## config.mk

```make
export PLATFORM = sky130hd
export DESIGN_NAME = ordered_list_engine
export DESIGN_NICKNAME = d
export VERILOG_FILES = /design/src/hdl/olist_pkg.sv /design/src/hdl/olist_cell.sv /design/src/hdl/ordered_list_engine.sv
export SDC_FILE = /design/constraint.sdc
export NUM_CORES = 2
export LEC_CHECK = 0
export BUFFER_PORTS_ARGS = -buffer_cell sky130_fd_sc_hd__buf_2
export CORE_MARGIN = 5
export CORE_UTILIZATION = 40
export CTS_CLUSTER_DIAMETER = 120
export DETAILED_ROUTE_END_ITERATION = 6
export HOLD_SLACK_MARGIN = 0.05
export PLACE_DENSITY_LB_ADDON = 0.1
export RECOVER_POWER = 25
export SLEW_MARGIN = 20
export SYNTH_ARGS = -nofsm -noshare
export SYNTH_HDL_FRONTEND = slang
export SYNTH_SLANG_ARGS = --single-unit
```

## constraint.sdc

```tcl
create_clock -name clk -period 6.9 [get_ports clk]
set_clock_uncertainty 0.1 [all_clocks]
set_input_delay 1.38 -clock clk [delete_from_list [all_inputs] [get_ports clk]]
set_output_delay 1.38 -clock clk [all_outputs]
set_load 0.05 [all_outputs]
```

## src/hdl/olist_pkg.sv

```systemverilog
package olist_pkg;

  localparam int DATA_W        = 32;
  localparam int OP_W          = 3;
  localparam int STATUS_W      = 2;
  localparam int LEN_W         = 5;
  localparam int DEPTH_DEFAULT = 16;

  localparam logic [OP_W-1:0] OP_PUSH_FRONT = 3'd0;
  localparam logic [OP_W-1:0] OP_PUSH_BACK  = 3'd1;
  localparam logic [OP_W-1:0] OP_POP_FRONT  = 3'd2;
  localparam logic [OP_W-1:0] OP_POP_BACK   = 3'd3;
  localparam logic [OP_W-1:0] OP_REMOVE     = 3'd4;

  localparam logic [STATUS_W-1:0] ST_OK       = 2'd0;
  localparam logic [STATUS_W-1:0] ST_EMPTY    = 2'd1;
  localparam logic [STATUS_W-1:0] ST_NOTFOUND = 2'd2;
  localparam logic [STATUS_W-1:0] ST_FULL     = 2'd3;

  // Command broadcast to every cell of the row in the cycle a word is taken.
  typedef struct packed {
    logic              push_front;
    logic              push_back;
    logic              pop_front;
    logic              remove;
    logic [DATA_W-1:0] value;
  } cmd_t;

endpackage

```

## src/hdl/olist_cell.sv

```systemverilog
module olist_cell (
  input  logic                      clk,
  input  olist_pkg::cmd_t           cmd,
  input  logic [olist_pkg::DATA_W-1:0] left_data,
  input  logic [olist_pkg::DATA_W-1:0] right_data,
  input  logic                      live,
  input  logic                      tail_slot,
  input  logic                      found_in,
  output logic [olist_pkg::DATA_W-1:0] entry,
  output logic                      found_out
);
  import olist_pkg::*;

  logic match;

  // A cell at or after the first match takes its right neighbor's entry.
  assign match     = cmd.remove && live && (entry == cmd.value);
  assign found_out = found_in || match;

  always_ff @(posedge clk) begin
    priority if (cmd.push_front) begin
      entry <= left_data;
    end else if (cmd.push_back && tail_slot) begin
      entry <= cmd.value;
    end else if (cmd.pop_front || (cmd.remove && found_out)) begin
      entry <= right_data;
    end else begin
      entry <= entry;
    end
  end

endmodule

```

## src/hdl/ordered_list_engine.sv

```systemverilog
// Ordered list engine: a double-ended list of up to DEPTH signed 32-bit
// values, with removal of the first entry equal to a given value.
//
// A command word (op, value) is taken at a rising edge where start is high
// and busy is low. Busy stays low: every command finishes in the cycle it
// is taken, so one word per cycle is sustained. The result word
// (removed_value, status, length) appears in the cycle after the command and
// is marked by done for exactly one cycle; the receiver cannot stall it.
//
// The list lives in a row of DEPTH cells, one entry each. A push or pop at
// the front shifts the whole row one place; a push at the back writes only
// the cell after the last entry, and a pop at the back only shortens the
// length. A remove by value carries a found flag from the front cell to
// the back one, and every cell at or behind the first match takes its
// right neighbor's entry.
//
// Reset (rst, synchronous) empties the list and clears done. Entry
// contents are not cleared; only positions below the length are read.
module ordered_list_engine #(
  parameter int DEPTH = olist_pkg::DEPTH_DEFAULT
) (
  input  logic                          clk,
  input  logic                          rst,
  input  logic                          start,
  input  logic [olist_pkg::OP_W-1:0]     op,
  input  logic signed [olist_pkg::DATA_W-1:0] value,
  output logic                          busy,
  output logic                          done,
  output logic signed [olist_pkg::DATA_W-1:0] removed_value,
  output logic [olist_pkg::STATUS_W-1:0] status,
  output logic [olist_pkg::LEN_W-1:0]    length
);
  import olist_pkg::*;

  localparam int CW = $clog2(DEPTH + 1);

  logic [CW-1:0]       count;
  logic [CW-1:0]       count_next;
  logic                accept;
  logic                full;
  logic                empty;
  logic                hit;
  cmd_t                cmd;
  logic [DATA_W-1:0]   back_value;
  logic [DATA_W-1:0]   removed_next;
  logic [STATUS_W-1:0] status_next;
  logic [DATA_W-1:0]   entry [DEPTH];
  logic                found [DEPTH];

  assign busy   = 1'b0;
  assign accept = start && !busy;
  assign full   = (count == CW'(DEPTH));
  assign empty  = (count == '0);
  assign hit    = found[DEPTH-1];

  // Entry at the back of the list, picked out by the length.
  always_comb begin
    back_value = '0;
    for (int i = 0; i < DEPTH; i++) begin
      if (count == CW'(i + 1)) begin
        back_value = back_value | entry[i];
      end
    end
  end

  always_comb begin
    cmd          = '0;
    cmd.value    = value;
    count_next   = count;
    removed_next = '0;
    status_next  = ST_OK;
    unique case (op)
      OP_PUSH_FRONT, OP_PUSH_BACK: begin
        if (full) begin
          status_next = ST_FULL;
        end else begin
          cmd.push_front = accept && (op == OP_PUSH_FRONT);
          cmd.push_back  = accept && (op == OP_PUSH_BACK);
          count_next     = count + 1'b1;
        end
      end
      OP_POP_FRONT: begin
        if (empty) begin
          status_next = ST_EMPTY;
        end else begin
          cmd.pop_front = accept;
          removed_next  = entry[0];
          count_next    = count - 1'b1;
        end
      end
      OP_POP_BACK: begin
        if (empty) begin
          status_next = ST_EMPTY;
        end else begin
          removed_next = back_value;
          count_next   = count - 1'b1;
        end
      end
      OP_REMOVE: begin
        cmd.remove = accept;
        if (empty) begin
          status_next = ST_EMPTY;
        end else if (hit) begin
          removed_next = value;
          count_next   = count - 1'b1;
        end else begin
          status_next = ST_NOTFOUND;
        end
      end
      default: begin
      end
    endcase
  end

  for (genvar g = 0; g < DEPTH; g++) begin : g_cell
    olist_cell u_cell (
      .clk        (clk),
      .cmd        (cmd),
      .left_data  ((g == 0) ? value : entry[(g == 0) ? 0 : g - 1]),
      .right_data (entry[(g == DEPTH - 1) ? g : g + 1]),
      .live       (CW'(g) < count),
      .tail_slot  (count == CW'(g)),
      .found_in   ((g == 0) ? 1'b0 : found[(g == 0) ? 0 : g - 1]),
      .entry      (entry[g]),
      .found_out  (found[g])
    );
  end

  always_ff @(posedge clk) begin
    if (rst) begin
      count <= '0;
      done  <= 1'b0;
    end else begin
      done <= accept;
      if (accept) begin
        count <= count_next;
      end
    end
  end

  always_ff @(posedge clk) begin
    if (accept) begin
      removed_value <= removed_next;
      status        <= status_next;
      length        <= LEN_W'(count_next);
    end
  end

endmodule

```

==> out/results.ini <==
[sta]
setup_ws_ns=0.745
period_share_pct=89.2
worstMarginPinSlew_ns=3.74
rsz0062_at_grt=false
slew_violations=207
hold_viol_final=0
fin_crit_ns=6.15
setup-violations-final=0
tns_ns=0
clock.fmax_mhz=162
slew_headroom_pct=-149

[global_routing]
antenna_found_initial=2
grt_overflow=0
grt_pass1_wl_um=261000
grt_pass1_vias=30551
grt_usage_pct=36.4
grt_max_degree=232

[synthesis]
synth-edff-count=551
yosys_warnings=0
yosysUniqueCellTypes=72
syn_inst=3806
synth_area_um2=37900
synth-main-ff-cell=edfxtp_1
yosysSeqAreaShare_pct=44.0
synth-seq-cells=557
async_flop_share_pct=0
syn-num-nets=3849
syn_area_per_cell_um2=9.96

[routing]
drt-total-wl_um=193000
first_iter_violations=5153
vias=33390
dr.pass1.iters=6
vias_per_cell=6.64
drcViolationCount=0
final_antenna_net_count=0
wl_per_cell_um=38.5

[clock_tree]
cts_resized=0
holdBufCountCts=0
clock-sinks=557
cts_made_buffers=72
path_clk_slew_ns=0.06
insertion_delay_ns=0.66
cts_tree=done
postCtsSetupBuffers=0
clockBufferDepth=3
root_buffer=clkbuf_16
cts_max_level=3

[pwr]
vdd_ir_drop_max_mv=0.181
p_per_area_nw_per_um2=226
power_leakage_uw=0.0134

[floorplanning]
fp.dieW_um=318
io_pins=79
row_count=113
design.die.area_um2=101000
start_util_pct=40.1
core-area_um2=94600
die_h_um=318

[status]
status=finished with violations
violations=max-capacitance violations, max-slew violations

[setup_path]
crit_fanout=18
worstRegToRegCells=10
r2r-start=count[0]
worst_r2r_endpoint=g_cell[15].u_cell.entry[8]
r2r_setup_slack_ns=0.79
worst_ep_required_time_ns=7.12
endpoint_kind=flop
arrival_ns=6.38
criticalPathCategory=in2reg
crit_path_start=start
crit_path_start_kind=input pin
crit_end=g_cell[10].u_cell.entry[6]

[final_layout]
post-route-util_pct=44.1
fin_cells=5027
syn_to_final_growth_pct=10.1
nets=3750
fillers=9256
drive_gt1_share_pct=9.60

[placed_design]
dp.cells=4898
io_buffers=77
gp_congestion=1.02
dp.final_hpwl_um=140000
pre_cts_ws_ns=0.926

[run]
drv_cap=5

[hold_path]
hp-class=reg2reg

[registers in the layout, summed over array words and instances, names as in the netlist]
register             flops
status                   2
done                     1
removed_value           32
length                   5
count                    5
g_cell.u_cell.entry    512
[routing by layer]
metal	GRT usage, %	vias to the layer above	share of wire [%]
met5	0	-	0.0067
met4	18.4	2	6.5
met3	9.22	474	12
met2	53.9	2341	43
met1	49.5	16674	39
li1	-	13899	-
[layout by cell type, fill, tap and decap left out, types with 6 or more instances in the layout]
master / instances
xor2_1: 180
buf_12: 6
nor4b_1: 8
edfxtp_1: 551
buf_2: 36
clkinv_1: 18
nand4b_1: 6
a21oi_1: 13
buf_4: 105
clkbuf_16: 74
nor2_1: 45
o21ai_0: 479
dfxtp_1: 6
mux2_2: 65
clkbuf_1: 61
nand2_1: 564
nor4_1: 80
and2_2: 12
nor3_1: 19
or4_1: 8
nand4_1: 171
xnor2_1: 337
nand3_2: 6
a22oi_1: 151
nor3b_1: 8
inv_1: 8
nand3_1: 54
mux2i_1: 450
a221oi_1: 54
a22o_1: 53
bufinv_16: 9
[per-stage QoR]
step	power, uW	hold WS, ns	area (um^2)
final	9420	0.544	41800
after global routing	9610	0.565	41700
after CTS	9380	0.546	41900
after detailed placement	5500	0.531	39500
after global placement	5500	0.520	39500
after floorplan	4860	0.467	37900
[synth_stat cells (all sizes together), types with 2 or more instances]
cell,number,area (um^2)
buf,124,571
or4,8,60.1
nor3,22,110
o211ai,3,22.5
inv,8,30.0
nor4b,9,85.1
a31oi,3,18.8
edfxtp,551,16500
and3,9,56.3
a21boi,2,15.0
nor4bb,2,20.0
nand4,171,1070
nor4,82,526
or3,3,18.8
a221o,2,20.0
or3b,4,35.0
a211o,2,17.5
ha,5,62.6
or2,2,12.5
xor2,180,1580
mux2,65,732
o21a,2,15.0
nand2,569,2140
mux2i,450,4500
a222oi,5,50.1
nor2b,4,25.0
nand4b,6,52.6
a221oi,55,482
xnor2,337,2950
clkbuf,243,912
a22oi,151,1130
o2111ai,4,35.0
nor2,50,190
a22o,53,464
dfxtp,6,120
a211oi,3,22.5
nand2b,6,37.5
and2,18,113
a21oi,14,81.3
nor3b,8,60.1
nand3b,3,22.5
o22ai,2,12.5
o21ai,481,2410
nand3,60,300
or4bb,2,22.5
[cells by family (layout without fill, tap and decap cells)]
group           count (synthesis)  in the layout  share of synthesized area (%)
flops                         557            557                           44.0
fa+ha+maj                       5              5                          0.165
xor+xnor                      517            517                           11.9
compound gates                792            792                           12.9
other cells                     1              2                        0.00989
mux                           515            515                           13.8
buf+inv                       376            331                           4.00
simple gates                 1043           1043                           13.2
[worst max-delay path, stage by stage]
cell and delay (ns):
clkbuf_1 0.67, and4bb_1 0.89, o21ai_0 0.62, nor4_1 0.44
o2111ai_1 0.20, o21ai_0 0.24, nor4_2 0.19, nand2_1 0.19
or2_0 1.03, buf_4 0.48
[where the power goes]
group          internal (uW)  switching [uW]  total [uW]
registers               3890             225        4110
clock network           2300            1620        3910
logic                    389            1010        1400
total                   6580            2850        9420
[how the worst min path moves through the flow]
stage,start,end,slack (ns),cells past startpoint
after CTS,g_cell[12].u_cell.entry[29],g_cell[13].u_cell.entry[29],0.55,2
after detailed placement,g_cell[0].u_cell.entry[14],g_cell[1].u_cell.entry[14],0.53,2
after floorplan,g_cell[0].u_cell.entry[4],removed_value[4],0.47,2
after global routing,g_cell[0].u_cell.entry[27],g_cell[1].u_cell.entry[27],0.56,2
final,g_cell[3].u_cell.entry[30],g_cell[4].u_cell.entry[30],0.54,2
after global placement,g_cell[0].u_cell.entry[25],g_cell[1].u_cell.entry[25],0.52,2
[layout make-up]
class                   count  area, um^2  share of cell area, %
well taps                1265        1580                   3.79
flip-flops and latches    557       16700                   39.9
repair buffers            194        1270                   3.03
multi-input cells        2873       19900                   47.6
clock inverters            39         430                   1.03
inverters                   9        33.8                 0.0809
diodes                      1        2.50                0.00599
clock buffers              89        1910                   4.57
No activity file was read; power rests on OpenSTA's default activity.
